File: config.mk
export PLATFORM = sky130hd
export DESIGN_NAME = layer_byte_blend_accumulator
export DESIGN_NICKNAME = d
export VERILOG_FILES = /design/src/hdl/lbba_pkg.sv /design/src/hdl/lbba_ctrl.sv /design/src/hdl/lbba_datapath.sv /design/src/hdl/layer_byte_blend_accumulator.sv
export SDC_FILE = /design/constraint.sdc
export NUM_CORES = 1
export LEC_CHECK = 0
export BUFFER_PORTS_ARGS = -buffer_cell sky130_fd_sc_hd__buf_2
export CAP_MARGIN = 20
export CORE_UTILIZATION = 25
export DETAILED_ROUTE_END_ITERATION = 8
export PLACE_DENSITY = 0.45
export SLEW_MARGIN = 20
export SYNTH_ARGS = -nofsm -noshare
export SYNTH_HDL_FRONTEND = slang
export SYNTH_SLANG_ARGS = --single-unit
File: constraint.sdc
create_clock -name clk -period 6.6 [get_ports clk]
set_input_delay 0.99 -clock clk [delete_from_list [all_inputs] [get_ports clk]]
set_output_delay 0.99 -clock clk [all_outputs]
set_load 0.005 [all_outputs]
File: src/hdl/lbba_pkg.sv
// ----------------------------------------------------------------------------
// lbba_pkg
// shared op codes, divider sizing and controller/datapath handshake types
// ----------------------------------------------------------------------------
`default_nettype none

package lbba_pkg;

    localparam int BYTE_W = 8;
    localparam int OP_W   = 4;
    localparam int USER_W = OP_W + 1;

    localparam logic [OP_W-1:0] OP_AND     = 4'd0;
    localparam logic [OP_W-1:0] OP_OR      = 4'd1;
    localparam logic [OP_W-1:0] OP_XOR     = 4'd2;
    localparam logic [OP_W-1:0] OP_NAND    = 4'd3;
    localparam logic [OP_W-1:0] OP_NOR     = 4'd4;
    localparam logic [OP_W-1:0] OP_SATADD  = 4'd5;
    localparam logic [OP_W-1:0] OP_SATSUB  = 4'd6;
    localparam logic [OP_W-1:0] OP_WRAPADD = 4'd7;
    localparam logic [OP_W-1:0] OP_WRAPSUB = 4'd8;
    localparam logic [OP_W-1:0] OP_MUL     = 4'd9;
    localparam logic [OP_W-1:0] OP_MULOVER = 4'd10;
    localparam logic [OP_W-1:0] OP_DIV     = 4'd11;
    localparam logic [OP_W-1:0] OP_DIVOVER = 4'd12;

    localparam int DIVIDEND_W     = 2 * BYTE_W;
    localparam int BITS_PER_CYCLE = 2;
    localparam int DIV_CYCLES     = DIVIDEND_W / BITS_PER_CYCLE;
    localparam int DIV_CNT_W      = $clog2(DIV_CYCLES);

    typedef struct packed {
        logic accept;
        logic emit_now;
        logic div_step;
        logic div_finish;
        logic emit_acc;
    } lbba_cmd_t;

    typedef struct packed {
        logic item_is_div;
        logic out_busy;
    } lbba_status_t;

endpackage

`default_nettype wire

File: src/hdl/lbba_ctrl.sv
// ----------------------------------------------------------------------------
// lbba_ctrl
// sequencer: accepts beats, runs the divider steps and schedules output loads
// ----------------------------------------------------------------------------
`default_nettype none

module lbba_ctrl
    import lbba_pkg::*;
(
    input  wire logic         clk,
    input  wire logic         rst_n,
    input  wire logic         s_axis_tvalid,
    input  wire logic         s_axis_tlast,
    output logic              s_axis_tready,
    input  lbba_status_t      status,
    output lbba_cmd_t         cmd
);

    localparam logic [1:0] ST_IDLE = 2'd0;
    localparam logic [1:0] ST_DIV  = 2'd1;
    localparam logic [1:0] ST_FIN  = 2'd2;
    localparam logic [1:0] ST_EMIT = 2'd3;

    logic [1:0]           state_reg, state_next;
    logic [DIV_CNT_W-1:0] cnt_reg, cnt_next;
    logic                 last_pending_reg, last_pending_next;
    logic                 accept;

    assign s_axis_tready = (state_reg == ST_IDLE)
                           && !(s_axis_tlast && status.out_busy && !status.item_is_div);
    assign accept = s_axis_tvalid && s_axis_tready;

    always_comb
    begin
        state_next        = state_reg;
        cnt_next          = cnt_reg;
        last_pending_next = last_pending_reg;
        cmd               = '0;
        cmd.accept        = accept;
        cmd.emit_now      = accept && s_axis_tlast && !status.item_is_div;
        case (state_reg)
            ST_IDLE:
            begin
                if (accept && status.item_is_div)
                begin
                    state_next        = ST_DIV;
                    cnt_next          = '0;
                    last_pending_next = s_axis_tlast;
                end
            end
            ST_DIV:
            begin
                cmd.div_step = 1'b1;
                cnt_next     = cnt_reg + 1'b1;
                if (cnt_reg == DIV_CNT_W'(DIV_CYCLES - 1))
                begin
                    state_next = ST_FIN;
                end
            end
            ST_FIN:
            begin
                cmd.div_finish = 1'b1;
                state_next     = last_pending_reg ? ST_EMIT : ST_IDLE;
            end
            ST_EMIT:
            begin
                if (!status.out_busy)
                begin
                    cmd.emit_acc = 1'b1;
                    state_next   = ST_IDLE;
                end
            end
            default:
            begin
                state_next = ST_IDLE;
            end
        endcase
    end

    always_ff @(posedge clk or negedge rst_n)
    begin
        if (!rst_n)
        begin
            state_reg        <= ST_IDLE;
            cnt_reg          <= '0;
            last_pending_reg <= 1'b0;
        end
        else
        begin
            state_reg        <= state_next;
            cnt_reg          <= cnt_next;
            last_pending_reg <= last_pending_next;
        end
    end

endmodule

`default_nettype wire

File: src/hdl/lbba_datapath.sv
// ----------------------------------------------------------------------------
// lbba_datapath
// accumulator, combinational blend ops, radix-4 restoring divider, output register
// ----------------------------------------------------------------------------
`default_nettype none

module lbba_datapath
    import lbba_pkg::*;
(
    input  wire logic              clk,
    input  wire logic              rst_n,
    input  wire logic [BYTE_W-1:0] s_axis_tdata,
    input  wire logic [USER_W-1:0] s_axis_tuser,
    output logic                   m_axis_tvalid,
    input  wire logic              m_axis_tready,
    output logic [BYTE_W-1:0]      m_axis_tdata,
    input  lbba_cmd_t              cmd,
    output lbba_status_t           status
);

    logic [BYTE_W-1:0]     acc_reg, acc_next;
    logic [BYTE_W-1:0]     b_reg;
    logic                  wrap_reg;
    logic [BYTE_W-1:0]     rem_reg;
    logic [DIVIDEND_W-1:0] quo_reg;
    logic                  out_valid_reg;
    logic [BYTE_W-1:0]     out_data_reg;

    logic                  first_layer;
    logic [OP_W-1:0]       op;
    logic [BYTE_W-1:0]     a, b;
    logic [BYTE_W:0]       sum9;
    logic [DIVIDEND_W-1:0] prod, prod_adj, dividend;
    logic [BYTE_W-1:0]     blend;
    logic [BYTE_W-1:0]     div_result;
    logic [BYTE_W+DIVIDEND_W-1:0] step1, step2;

    function automatic logic [BYTE_W+DIVIDEND_W-1:0] div_bit(
        input logic [BYTE_W-1:0]     rem,
        input logic [DIVIDEND_W-1:0] quo,
        input logic [BYTE_W-1:0]     den
    );
        logic [BYTE_W:0]   trial;
        logic [BYTE_W:0]   diff;
        logic              take;
        trial = {rem, quo[DIVIDEND_W-1]};
        diff  = trial - {1'b0, den};
        take  = trial >= {1'b0, den};
        return {take ? diff[BYTE_W-1:0] : trial[BYTE_W-1:0],
                quo[DIVIDEND_W-2:0], take};
    endfunction

    assign first_layer = s_axis_tuser[0];
    assign op          = s_axis_tuser[USER_W-1:1];
    assign a           = acc_reg;
    assign b           = s_axis_tdata;

    assign status.item_is_div = !first_layer && (op == OP_DIV || op == OP_DIVOVER);
    assign status.out_busy    = out_valid_reg && !m_axis_tready;

    assign sum9     = {1'b0, a} + {1'b0, b};
    assign prod     = {{BYTE_W{1'b0}}, a} * {{BYTE_W{1'b0}}, b};
    assign prod_adj = prod + {{BYTE_W{1'b0}}, prod[DIVIDEND_W-1:BYTE_W]}
                      + DIVIDEND_W'(1);
    assign dividend = {a, {BYTE_W{1'b0}}} - {{BYTE_W{1'b0}}, a};

    always_comb
    begin
        case (op)
            OP_AND:     blend = a & b;
            OP_OR:      blend = a | b;
            OP_XOR:     blend = a ^ b;
            OP_NAND:    blend = ~(a & b);
            OP_NOR:     blend = ~(a | b);
            OP_SATADD:  blend = sum9[BYTE_W] ? {BYTE_W{1'b1}} : sum9[BYTE_W-1:0];
            OP_SATSUB:  blend = (a < b) ? '0 : a - b;
            OP_WRAPADD: blend = a + b;
            OP_WRAPSUB: blend = a - b;
            OP_MUL,
            OP_MULOVER: blend = prod_adj[DIVIDEND_W-1:BYTE_W];
            default:    blend = a;
        endcase
    end

    assign step1 = div_bit(rem_reg, quo_reg, b_reg);
    assign step2 = div_bit(step1[BYTE_W+DIVIDEND_W-1:DIVIDEND_W],
                           step1[DIVIDEND_W-1:0], b_reg);

    always_comb
    begin
        if (b_reg == '0)
        begin
            div_result = {BYTE_W{1'b1}};
        end
        else if (wrap_reg)
        begin
            div_result = quo_reg[BYTE_W-1:0];
        end
        else if (|quo_reg[DIVIDEND_W-1:BYTE_W])
        begin
            div_result = {BYTE_W{1'b1}};
        end
        else
        begin
            div_result = quo_reg[BYTE_W-1:0];
        end
    end

    always_comb
    begin
        acc_next = acc_reg;
        if (cmd.accept && !status.item_is_div)
        begin
            acc_next = first_layer ? b : blend;
        end
        else if (cmd.div_finish)
        begin
            acc_next = div_result;
        end
    end

    always_ff @(posedge clk or negedge rst_n)
    begin
        if (!rst_n)
        begin
            acc_reg       <= '0;
            out_valid_reg <= 1'b0;
        end
        else
        begin
            acc_reg <= acc_next;
            if (cmd.emit_now || cmd.emit_acc)
            begin
                out_valid_reg <= 1'b1;
            end
            else if (m_axis_tready)
            begin
                out_valid_reg <= 1'b0;
            end
        end
    end

    always_ff @(posedge clk)
    begin
        if (cmd.emit_now || cmd.emit_acc)
        begin
            out_data_reg <= acc_next;
        end
        if (cmd.accept && status.item_is_div)
        begin
            b_reg    <= b;
            wrap_reg <= (op == OP_DIVOVER);
            rem_reg  <= '0;
            quo_reg  <= dividend;
        end
        else if (cmd.div_step)
        begin
            rem_reg <= step2[BYTE_W+DIVIDEND_W-1:DIVIDEND_W];
            quo_reg <= step2[DIVIDEND_W-1:0];
        end
    end

    assign m_axis_tvalid = out_valid_reg;
    assign m_axis_tdata  = out_data_reg;

endmodule

`default_nettype wire

File: src/hdl/layer_byte_blend_accumulator.sv
// ----------------------------------------------------------------------------
// layer_byte_blend_accumulator
// folds a run of layer bytes for one pixel into one blended gray byte
// ----------------------------------------------------------------------------
// slave stream carries one layer per beat: tdata is the layer byte, tuser holds
// the first-layer flag and the blend op, tlast marks the last layer of a pixel.
// a beat with the first-layer flag loads the accumulator; other beats blend
// into it. on the last layer one beat with the pixel byte leaves on the master
// stream, held in an output register.
// logic, add, subtract and multiply ops take one cycle per beat, so such beats
// stream back to back unless held as below; a last-layer result appears in the
// cycle after its beat. the two divide ops run a restoring divider, two
// quotient bits per cycle over a 16-bit dividend; no new beat is taken until
// the divide and finish steps (and, on a last beat, the output load) are done.
// reset clears the accumulator to zero and empties the output register.
// while a result waits on a stalled receiver, non-last and divide beats are
// still taken; other last beats wait until the output register can be reloaded.
// ----------------------------------------------------------------------------
`default_nettype none

module layer_byte_blend_accumulator
    import lbba_pkg::*;
(
    input  wire logic              clk,
    input  wire logic              rst_n,
    input  wire logic              s_axis_tvalid,
    output logic                   s_axis_tready,
    input  wire logic [BYTE_W-1:0] s_axis_tdata,  // layer_value
    input  wire logic              s_axis_tlast,
    input  wire logic [USER_W-1:0] s_axis_tuser,  // first_layer, op
    output logic                   m_axis_tvalid,
    input  wire logic              m_axis_tready,
    output logic [BYTE_W-1:0]      m_axis_tdata   // pixel_value
);

    lbba_cmd_t    cmd;
    lbba_status_t status;

    lbba_ctrl u_ctrl (
        .clk           (clk),
        .rst_n         (rst_n),
        .s_axis_tvalid (s_axis_tvalid),
        .s_axis_tlast  (s_axis_tlast),
        .s_axis_tready (s_axis_tready),
        .status        (status),
        .cmd           (cmd)
    );

    lbba_datapath u_datapath (
        .clk           (clk),
        .rst_n         (rst_n),
        .s_axis_tdata  (s_axis_tdata),
        .s_axis_tuser  (s_axis_tuser),
        .m_axis_tvalid (m_axis_tvalid),
        .m_axis_tready (m_axis_tready),
        .m_axis_tdata  (m_axis_tdata),
        .cmd           (cmd),
        .status        (status)
    );

endmodule

`default_nettype wire

# After elaboration in Yosys (flattened, before gate mapping)
# Index checks and enable logic that the tools add are counted.
# word_totals
inputBits,18
elab_cells,100
reg_bits,56
output_inout_bits,10
# classes
add_sub_neg,9
n_reduce_logical,27
n_lt_le_gt_ge,3
bitwise,5
multipliers,1
mux,26
eq_ne,19
# ops
operator,count
two-way mux 8 bit,10
one-hot mux 8 bit (10 select lines),1
two-way mux 16 bit,2
subtractor 8 bit,3
"equality test 4 bit, second input constant",5
>= comparator 9 x 8 -> 1 bit,2
"adder 16 x 1 -> 16 bit, second input constant",1
adder 16 x 8 -> 16 bit,1
"equality test 4 x 3 -> 1 bit, second input constant",4
multiplier 8 x 8 -> 16 bit,1
NOT 8 bit,2
subtractor 16 x 8 -> 16 bit,1
logical AND 1 bit,10
adder 8 x 8 -> 9 bit,1
adder 8 bit,1
bitwise AND 8 bit,1
"equality test 4 x 2 -> 1 bit, second input constant",2
logical NOT 8 bit,1
less-than comparator 8 bit,1
two-way mux 2 bit,4
bitwise OR 8 bit,1
one-hot mux 2 bit (4 select lines),1
OR reduction 8 bit,1
bitwise XOR 8 bit,1
other kinds (18),32

# Logic depth before layout (Yosys ltp)
# Gate-level depths: netlist (run 1).
# depth
ltp_word,12
depth_mapped,27

# Hierarchy
# A second synthesis (run 1) with hierarchy kept.
# hier_totals
cells_unflattened,879
area_unflattened_um2,7354.6
# by_module_without_submodules
mod,cells_per_inst,area_per_inst_um2,instances
lbba_datapath,838,6946.7,1
lbba_ctrl,41,407.9,1

# Worst setup path after synthesis (run 1)
# OpenSTA, ideal clock, no wires.
# synth_timing
path_type,input to register
startpoint,input s_axis_tdata[7]
endpoint,register u_datapath.out_data_reg[3] (netlist: u_datapath.m_axis_tdata[3]) (data pin)
n_path_buf,0
slack_ns,-0.600
t_required_ns,6.330
arrival_ns,6.930
stages,24
path_cell_list,nand2_1 > fa_1 > fa_1 > inv_1 > fa_1 > inv_1 > fa_1 > inv_1 > ha_1 > a21oi_1 > nand2_1 > or2_2 > o41ai_1 > nor2_1 > ha_1 > or4_4 > nor3_2 > a211oi_1 > maj3_2 > maj3_2 > a2111oi_4 > nor3_1 > xnor2_1 > o21ai_1
# synth_between
elab_chain_cells,6
elab_cells_between_ends,10
# synth_lines
element,line,rtl
start: declaration,layer_byte_blend_accumulator.sv:28,"input wire logic [BYTE_W-1:0] s_axis_tdata,"
multiplier 8 x 8 -> 16 bit,lbba_datapath.sv:62,"assign prod = {{BYTE_W{1'b0}}, a} * {{BYTE_W{1'b0}}, b};"
adder 16 x 8 -> 16 bit,lbba_datapath.sv:63,"assign prod_adj = prod + {{BYTE_W{1'b0}}, prod[DIVIDEND_W-1:BYTE_W]}"
adder 16 x 1 -> 16 bit,lbba_datapath.sv:64,+ DIVIDEND_W'(1);
one-hot mux 8 bit (10 select lines) (*),lbba_datapath.sv:69,case (op)
two-way mux 8 bit (*),lbba_datapath.sv:114,acc_next = first_layer ? b : blend;
two-way mux 8 bit (*),lbba_datapath.sv:112,if (cmd.accept && !status.item_is_div)
via u_datapath.acc_next[3],lbba_datapath.sv:21,"logic [BYTE_W-1:0] acc_reg, acc_next;"
end signal: assignment,lbba_datapath.sv:147,out_data_reg <= acc_next;
end: declaration,lbba_datapath.sv:27,logic [BYTE_W-1:0] out_data_reg;
# The timed path passes the listed nets; every way through them passes the cells marked *.
# A chain may end at the register's enable or synchronous reset.

# Worst setup path in the final report (run 1)
# layout_timing
startpoint,input s_axis_tdata[7]
endpoint,register u_datapath.acc_reg[1] (netlist: u_datapath.a[1])
# layout_between
elab_chain_cells,6
elab_cells_between_ends,10
# layout_lines
element,line,rtl
multiplier 8 x 8 -> 16 bit,lbba_datapath.sv:62,
adder 16 x 8 -> 16 bit,lbba_datapath.sv:63,
adder 16 x 1 -> 16 bit,lbba_datapath.sv:64,
one-hot mux 8 bit (10 select lines) (*),lbba_datapath.sv:69,
two-way mux 8 bit (*),lbba_datapath.sv:114,
two-way mux 8 bit (*),lbba_datapath.sv:112,
via u_datapath.acc_next[1],lbba_datapath.sv:21,
end signal: assignment,lbba_datapath.sv:131,acc_reg <= acc_next;
end: declaration,lbba_datapath.sv:21,
# Marks and branches as above.

==> summary.md, run 1 <==
| Metric | Value |
|---|---|
| Status | `complete, but fails checks` |
| Failing checks | `negative setup slack` |
| Synth warn | `0` |
| Avg WL per Cell | `16.76 µm` |
| Ports | `28` |
| Most common cell after layout, fill and taps aside | `buf_4` |
| DR pass1 iterations | `5` |
| Seq cells post-synth | `56` |
| HP Class | `flip-flop to flip-flop` |
| Worst path slowest cell | `fa_1` |
| Data required, critical path | `6.85 ns` |
| CTS H-tree depth | `2` |
| CP Capture Type | `flip-flop` |
| Vias in the first global route | `6649` |
| Synth area leader | `ha_1` |
| Compound-Gate Fraction of Synth Area | `18.97%` |
| Global-route wire length before repair | `36370 µm` |
| Vias/cell | `4.739` |
| Placer Congestion | `0.8445` |
| Starting DRT DRC Count | `379` |
| Crit path buf inv count | `6` |
| Multi-input logic area | `5353 µm²` |
| Core ar. | `27860 µm²` |
| Fmax | `147.3 MHz` |
| Largest family of logic cells by synthesized area | `adder cells` |
| Post-Synthesis Cells | `846` |
| Clk_lat worst skew | `0.31 ns` |
| DP Wirelength | `18900 µm` |
| Share of layout cells above drive strength 1 | `24.57%` |
| CP Max Fanout | `6` |
| Worst-Margin Slew | `0.8441 ns` |
| Hold Buf Count CTS | `0` |
| Most frequent cells in the layout | `buf_4 (130), nor2_1 (94), inv_1 (82), ha_1 (74), nand2_1 (72)` |
| Top-area cell type share of the netlist area | `14.77%` |
| Top cell by count, worst path | `fa_1` |
| Final setup vio count | `7` |
| Min cycle time layout | `6.787 ns` |
| Clock slew at reported path FFs | `0.07 ns` |
| GRT Total Usage | `16.37%` |
| Max Buffers Root-to-Sink | `2` |
| Die width | `170.7 µm` |
| Synth Area in Simple Gates | `17.79%` |
| Maxcap violations | `0` |
| Largest net degree at the start of global routing | `33` |
| Crit-path leading delay family | `adder cells` |
| Clk_skew | `0.006719 ns` |
| Critical path class | `input pin to flip-flop` |
| Final Max Slew Viols | `0` |
| Asr flop ratio synth | `26.79%` |
| # DRC | `0` |
| CTS buffer count | `5` |
| Final hold violations | `0` |
| Final wirelength | `22790 µm` |
| Filler cells | `2987` |
| CP Launch Type | `input pin` |
| RSZ-0062 raised after global routing | `true` |
| Cell types occupying the most area after synthesis | `ha_1 (15%), edfxtp_1 (14%), fa_1 (11%)` |
| GR Overflow Total | `0` |
| Dominant synthesized flop cell | `edfxtp_1` |
| Row Count | `61` |
| Die H | `170.7 µm` |
| Initial antenna violation count | `1` |
| Clk sinks | `56` |
| CTS tree | `done` |
| Slew HR | `42.99%` |
| Initial Utilization | `25.55%` |
| Max reg flops | `16` |
| Register area share after synthesis | `21.45%` |
| Layout area overhead | `27.11%` |
| Root buffer cell | `clkbuf_16` |
| Port bufs | `27` |
| Cell area after synthesis | `7117 µm²` |
| Post-synth EDFFs | `33` |
| Die area | `29150 µm²` |
| Slowest stage delay, CP | `0.54 ns` |
| Syn nets | `988` |
| Reg area | `1526 µm²` |
| Antenna-violating nets left | `0` |
| Adder-Cell Fraction of Synth Area | `26.34%` |
| Multiplexer area fraction after synthesis | `3.692%` |
| Synth Area in XOR/XNOR | `4.975%` |
| Final period util | `102.8%` |
| Mapped Avg Cell Area | `8.412 µm²` |
| Critical Path AT | `7.03 ns` |
| Setup ws final | `-0.1868 ns` |
| Cell Count, Final, Fillers Out | `1360` |
| Placed Cells | `1328` |
| Final Net Count | `1122` |
| Total number of vias | `6445` |
| Yosys cell types | `77` |
-- through the flow --
| step | TNS, ns | setup WS [ns] | hold slack, ns | utilization (%) | cell area, µm² |
|---|---|---|---|---|---|
| global placement | -5.924 | -0.6366 | 0.4588 | 30.68 | 8547 |
| CTS | -0.9237 | -0.1955 | 0.4760 | 32.09 | 8939 |
| detailed placement | -6.760 | -0.7233 | 0.4654 | 30.68 | 8547 |
| finish | -0.8002 | -0.1868 | 0.4732 | 32.47 | 9046 |
| global route | -2.720 | -0.4061 | 0.4913 | 32.46 | 9044 |
| floorplan | -0.9212 | -0.1981 | 0.4423 | - | 7246 |
-- cells in the mapped netlist (5+ instances only) --
cell        n
and3_1      5
nor2_1    103
o21a_1      6
nor3_1     18
nor4_1      7
o21ai_1    12
xnor2_1    24
clkbuf_1   25
dfrtp_1    15
nand2_1    79
mux2_2      8
nand2b_1    5
nor2b_1    14
inv_1      87
mux2i_1    15
o21bai_1    6
clkinv_1   11
xor2_1     10
o22ai_1    11
o21ai_0    38
dfxtp_1     8
edfxtp_1   33
nand3_1    15
a211oi_1    6
ha_1       84
a21o_1      5
o211ai_1    9
nand4_1     5
and2_1      5
a21oi_1    44
fa_1       40
-- cell type report --
type / count / area share (%)
diodes: 1 / 0.02766
clock buffers: 6 / 1.425
clock inverters: 2 / 0.1245
inverters: 98 / 4.260
multi-input cells: 662 / 59.17
flip-flops and latches: 56 / 16.87
well taps: 378 / 5.228
repair buffers: 157 / 12.89
-- layer usage --
metal	GRT usage, %	vias to the layer above	part of all wire, %
met3	2.267	35	2.6
li1	-	3226	-
met4	5.170	0	3.1
met5	0	-	0
met2	28.84	90	49
met1	20.47	3094	45
-- tightest hold or removal path, cell delays in order (launching register included) --
cell and delay (ns):
dfxtp_1 0.33, nand2_1 0.05, o21ai_1 0.05
-- final timing paths --
| check | slack, ns | endpoint | cells after the start | start |
|---|---|---|---|---|
| worst max-delay path | -0.19 | u_datapath.a[1] | 27 | s_axis_tdata[7] |
| max in group asynchronous | 5.72 | u_datapath.a[2] | 1 | rst_n |
| worst min-delay path | 0.47 | u_datapath.rem_reg[4] | 2 | u_datapath.rem_reg[4] |
| worst min register to register | 0.47 | u_datapath.rem_reg[4] | 2 | u_datapath.rem_reg[4] |
| worst max register to register | -0.04 | u_datapath.a[1] | 26 | u_datapath.a[1] |
| min in group asynchronous | 0.59 | u_ctrl.cnt_reg[1] | 1 | rst_n |
-- logic make-up (layout without fill, tap and decap cells) --
kind of cell / count (synthesis) / after routing
XOR/XNOR: 37 / 37
buffers and inverters: 128 / 263
AND/OR/NAND/NOR: 276 / 276
adder cells (fa/ha/maj): 126 / 126
flip-flops: 56 / 56
multiplexers: 24 / 24
other: 0 / 1
AO/OA/AOI/OAI: 199 / 199
-- repair_timing --
action	CTS	global route
pin swaps	23	19
endpoints found under the setup margin	10	13
setup buffers	19	4
gates resized for setup	28	18
Power of run 1 is not shown: default switching activity piles up to over one toggle a cycle in this logic, so the estimate is an artifact.
==> inputs of run 2 (changes only) <==
- SYNTH_HIERARCHICAL: not set -> 1
==> run 2 against run 1 <==
Against the previous run:
- the flow now finishes without violations
- non-clock buffer count is 13 lower
- area after synthesis is 3.3% higher
- hold slack better by 0.017 ns
- wire length is 6.3% higher
- maximum frequency is 2.9% higher
- clock-buffer cell count stayed put
- register-to-register slack better by 0.20 ns
- sequential share of layout area is 0.28 points lower
- clock skew hardly changed
- utilization is 0.59 points lower
- flip-flop and latch count stayed put
- worst setup slack better by 0.19 ns
- critical path type unchanged
==> summary.md, run 2 <==
| Metric | Value |
|---|---|
| Status | `completed` |
| Worst path slowest cell | `fa_1` |
| Worst R2R Setup Slack | `0.16 ns (+0.20 ns)` |
| Count leader, synth | `nor2_1` |
| Synth warn | `6 (+6)` |
| Cell types occupying the most area after synthesis | `ha_1 (14%), edfxtp_1 (13%), fa_1 (11%)` |
| Hold Buf Count CTS | `0 (unchanged)` |
| Dominant synthesized flop cell | `edfxtp_1` |
| Asr flop ratio synth | `26.79% (unchanged)` |
| Clock slew at reported path FFs | `0.08 ns (about the same)` |
| Antenna-violating nets left | `0 (unchanged)` |
| N_diodes | `0 (-1)` |
| Placer Congestion | `0.8724 (+3.3%)` |
| Initial antenna violation count | `0 (-1)` |
| Max Buffers Root-to-Sink | `2 (unchanged)` |
| Final Net Count | `1142 (+1.8%)` |
| Slowest stage delay, CP | `0.56 ns (+0.02 ns)` |
| Compound-Gate Fraction of Synth Area | `20.84% (+1.9 points)` |
| Synth Area in XOR/XNOR | `4.712% (-0.26 points)` |
| Synth Area in Simple Gates | `18.68% (+0.89 points)` |
| CP Max Fanout | `5 (-1)` |
| GRT Total Usage | `16.37% (about the same)` |
| Multiplexer area fraction after synthesis | `2.756% (-0.94 points)` |
| Final period util | `99.95% (-2.9 points)` |
| Die width | `173.5 µm (+1.6%)` |
| CP Capture Type | `flip-flop` |
| Pre-CTS WS | `-0.5116 ns (+0.2117 ns)` |
| Maxcap violations | `0 (unchanged)` |
| Syn nets | `1021 (+3.3%)` |
| Total number of vias | `6755 (+4.8%)` |
| Synth cell count leaders | `nor2_1 (101), inv_1 (95), ha_1 (84)` |
| Fmax | `151.6 MHz (+2.9%)` |
| Setup ws final | `0.003066 ns (+0.1898 ns)` |
| GRT busiest layer | `met2` |
| Root buffer cell | `clkbuf_16` |
| Top cell by count, worst path | `fa_1` |
| Clk_skew | `0.006797 ns (+0.00007816 ns)` |
| CTS buffer count | `5 (unchanged)` |
| Adder-Cell Fraction of Synth Area | `25.18% (-1.2 points)` |
| Max reg flops | `16 (unchanged)` |
| Final hold violations | `0 (unchanged)` |
| Clk sinks | `56 (unchanged)` |
| Register area share after synthesis | `20.76% (-0.69 points)` |
| Yosys cell types | `83 (+7.8%)` |
| Die area | `30110 µm² (+3.3%)` |
| Port bufs | `27 (unchanged)` |
| Min cycle time layout | `6.597 ns (-0.1898 ns)` |
| Final setup vio count | `0 (-7)` |
| Worst path cell trace | `buf_6, clkinvlp_4, nor2_2, fa_1, fa_1, fa_1, inv_1, fa_1, inv_1, ha_1, a21oi_2, o21ai_1, xnor2_1, inv_1, ha_1, nor3_4, nand4b_1, a32oi_4, a2111oi_4, a2111oi_4, buf_4, a21oi_2, or4_4, nand3_2` |
| Largest family of logic cells by synthesized area | `adder cells` |
| Share of layout cells above drive strength 1 | `23.48% (-1.1 points)` |
| # DRC | `0 (unchanged)` |
| CTS H-tree depth | `2 (unchanged)` |
| Starting DRT DRC Count | `437 (+15%)` |
| Mapped Avg Cell Area | `8.367 µm² (-0.54%)` |
| Critical Path AT | `6.77 ns (-0.26 ns)` |
| CTS tree | `done` |
| GR Overflow Total | `0 (unchanged)` |
| GR Layer Usage met2 | `29.45% (+0.61 points)` |
| Largest net degree at the start of global routing | `33 (unchanged)` |
| Post-Synthesis Cells | `879 (+3.9%)` |
| Routing usage on met1 | `21.18% (+0.71 points)` |
| Post-synth EDFFs | `33 (unchanged)` |
| Core ar. | `28860 µm² (+3.6%)` |
| Most common cell after layout, fill and taps aside | `buf_4` |
| Final wirelength | `24230 µm (+6.3%)` |
| Top-area cell type share of the netlist area | `14.29% (-0.48 points)` |
| Critical path class | `input pin to flip-flop` |
| Initial Utilization | `25.49% (-0.061 points)` |
| Cell area after synthesis | `7355 µm² (+3.3%)` |
| Slew HR | `25.75% (-17 points)` |
| Avg WL per Cell | `17.49 µm (+4.4%)` |
| HP Class | `flip-flop to flip-flop` |
| Vias/cell | `4.877 (+2.9%)` |
| Global-route wire length before repair | `38770 µm (+6.6%)` |
| Worst-Margin Slew | `1.102 ns (+0.2580 ns)` |
| Seq cells post-synth | `56 (unchanged)` |
| DP Wirelength | `19990 µm (+5.8%)` |
| Filler cells | `3104 (+3.9%)` |
| DR pass1 iterations | `5 (unchanged)` |
| Data required, critical path | `6.77 ns (-0.08 ns)` |
| Crit-path leading delay family | `adder cells` |
| Vias in the first global route | `6881 (+3.5%)` |
| Layout area overhead | `25.09%` |
| Fin area | `9200 µm² (+1.7%)` |
| Synth area leader | `ha_1` |
| Clk_lat worst skew | `0.30 ns (about the same)` |
| Most frequent cells in the layout | `buf_4 (115), nor2_1 (91), inv_1 (85), ha_1 (79), nand2_1 (66)` |
| M3 GR Usage | `0.9868% (-1.3 points)` |
| CP Launch Type | `input pin` |
| Ports | `28 (unchanged)` |
| Crit path buf inv count | `6 (unchanged)` |
| Final Max Slew Viols | `0 (unchanged)` |
| Row Count | `62 (+1.6%)` |
| Die H | `173.5 µm (+1.6%)` |
| DP Area | `8700 µm² (+1.8%)` |
| RSZ-0062 raised after global routing | `true` |
-- run 2: cell count changes after synthesis, sizes merged, moves of 5 or more --
cell,previous run,this run
a21o,5,10
a31oi,4,9
a21oi,44,52
or4,2,7
o21ai,51,46
o221ai,4,10
a211oi,9,19
nand2,79,68
nand4,5,10
inv,87,98
mux2i,15,9
-- run 2: routing by layer --
layer	vias to the layer above	routed length, µm
met3	25	699
met5	-	0
li1	3357	-
met4	0	524
met2	137	12250
met1	3236	10760
-- run 2: cell type report --
type	count	area (µm²)	area share, %
well taps	384	480.5	5.222
clock inverters	2	38.79	0.4216
clock buffers	6	150.1	1.632
multi-input cells	688	5530	60.11
repair buffers	144	1065	11.57
flip-flops and latches	56	1526	16.59
inverters	105	409.1	4.447
-- run 2: worst paths after layout --
path                                        from                         end  depth (start not counted)
max in group asynchronous                  rst_n             u_datapath/a[3]                          1
min                        u_datapath/rem_reg[7]       u_datapath/rem_reg[7]                          2
max reg2reg                      u_datapath/a[5]  u_datapath/m_axis_tdata[0]                         23
min reg2reg                u_datapath/rem_reg[7]       u_datapath/rem_reg[7]                          2
min in group asynchronous                  rst_n     u_ctrl/last_pending_reg                          1
max                              s_axis_tdata[3]  u_datapath/m_axis_tdata[0]                         24
-- run 2: metrics by stage --
stage / TNS (ns) / hold slack (ns) / std cells / util, %
floorplan: -0.1176 / 0.4635 / 879 / -
global placement: -4.961 / 0.4879 / 1363 / 30.15
detailed placement: -5.548 / 0.4890 / 1363 / 30.15
CTS: 0 / 0.5006 / 1382 / 31.41
global route: -1.841 / 0.5316 / 1385 / 31.88
finish: 0 / 0.4902 / 1385 / 31.88
-- run 2: what timing repair did --
item	in CTS	in global routing
resized for setup	24	35
setup buffers	11	3
pin swaps	23	23
setup endpoints to repair	11	16
-- run 2: cells by family (layout without fill, tap and decap cells) --
group	count (synthesis)	after routing
AO/OA/AOI/OAI	223	223
XOR/XNOR	38	38
adder cells (fa/ha/maj)	124	124
buffers and inverters	135	257
flip-flops	56	56
multiplexers	19	19
AND/OR/NAND/NOR	284	284
-- run 2: worst reg2reg max path, cell delays in order (launching register included) --
cell and delay [ns]:
dfrtp_1 0.44, clkinv_1 0.27, nor2_2 0.22, fa_1 0.46, fa_1 0.55, fa_1 0.56, inv_1 0.06, fa_1 0.54
inv_1 0.04, ha_1 0.35, a21oi_2 0.18, o21ai_1 0.10, xnor2_1 0.26, inv_1 0.11, ha_1 0.26, nor3_4 0.20
nand4b_1 0.19, a32oi_4 0.35, a2111oi_4 0.12, a2111oi_4 0.26, buf_4 0.18, a21oi_2 0.06, or4_4 0.48, nand3_2 0.08
Power of run 2 is left out for the same reason.
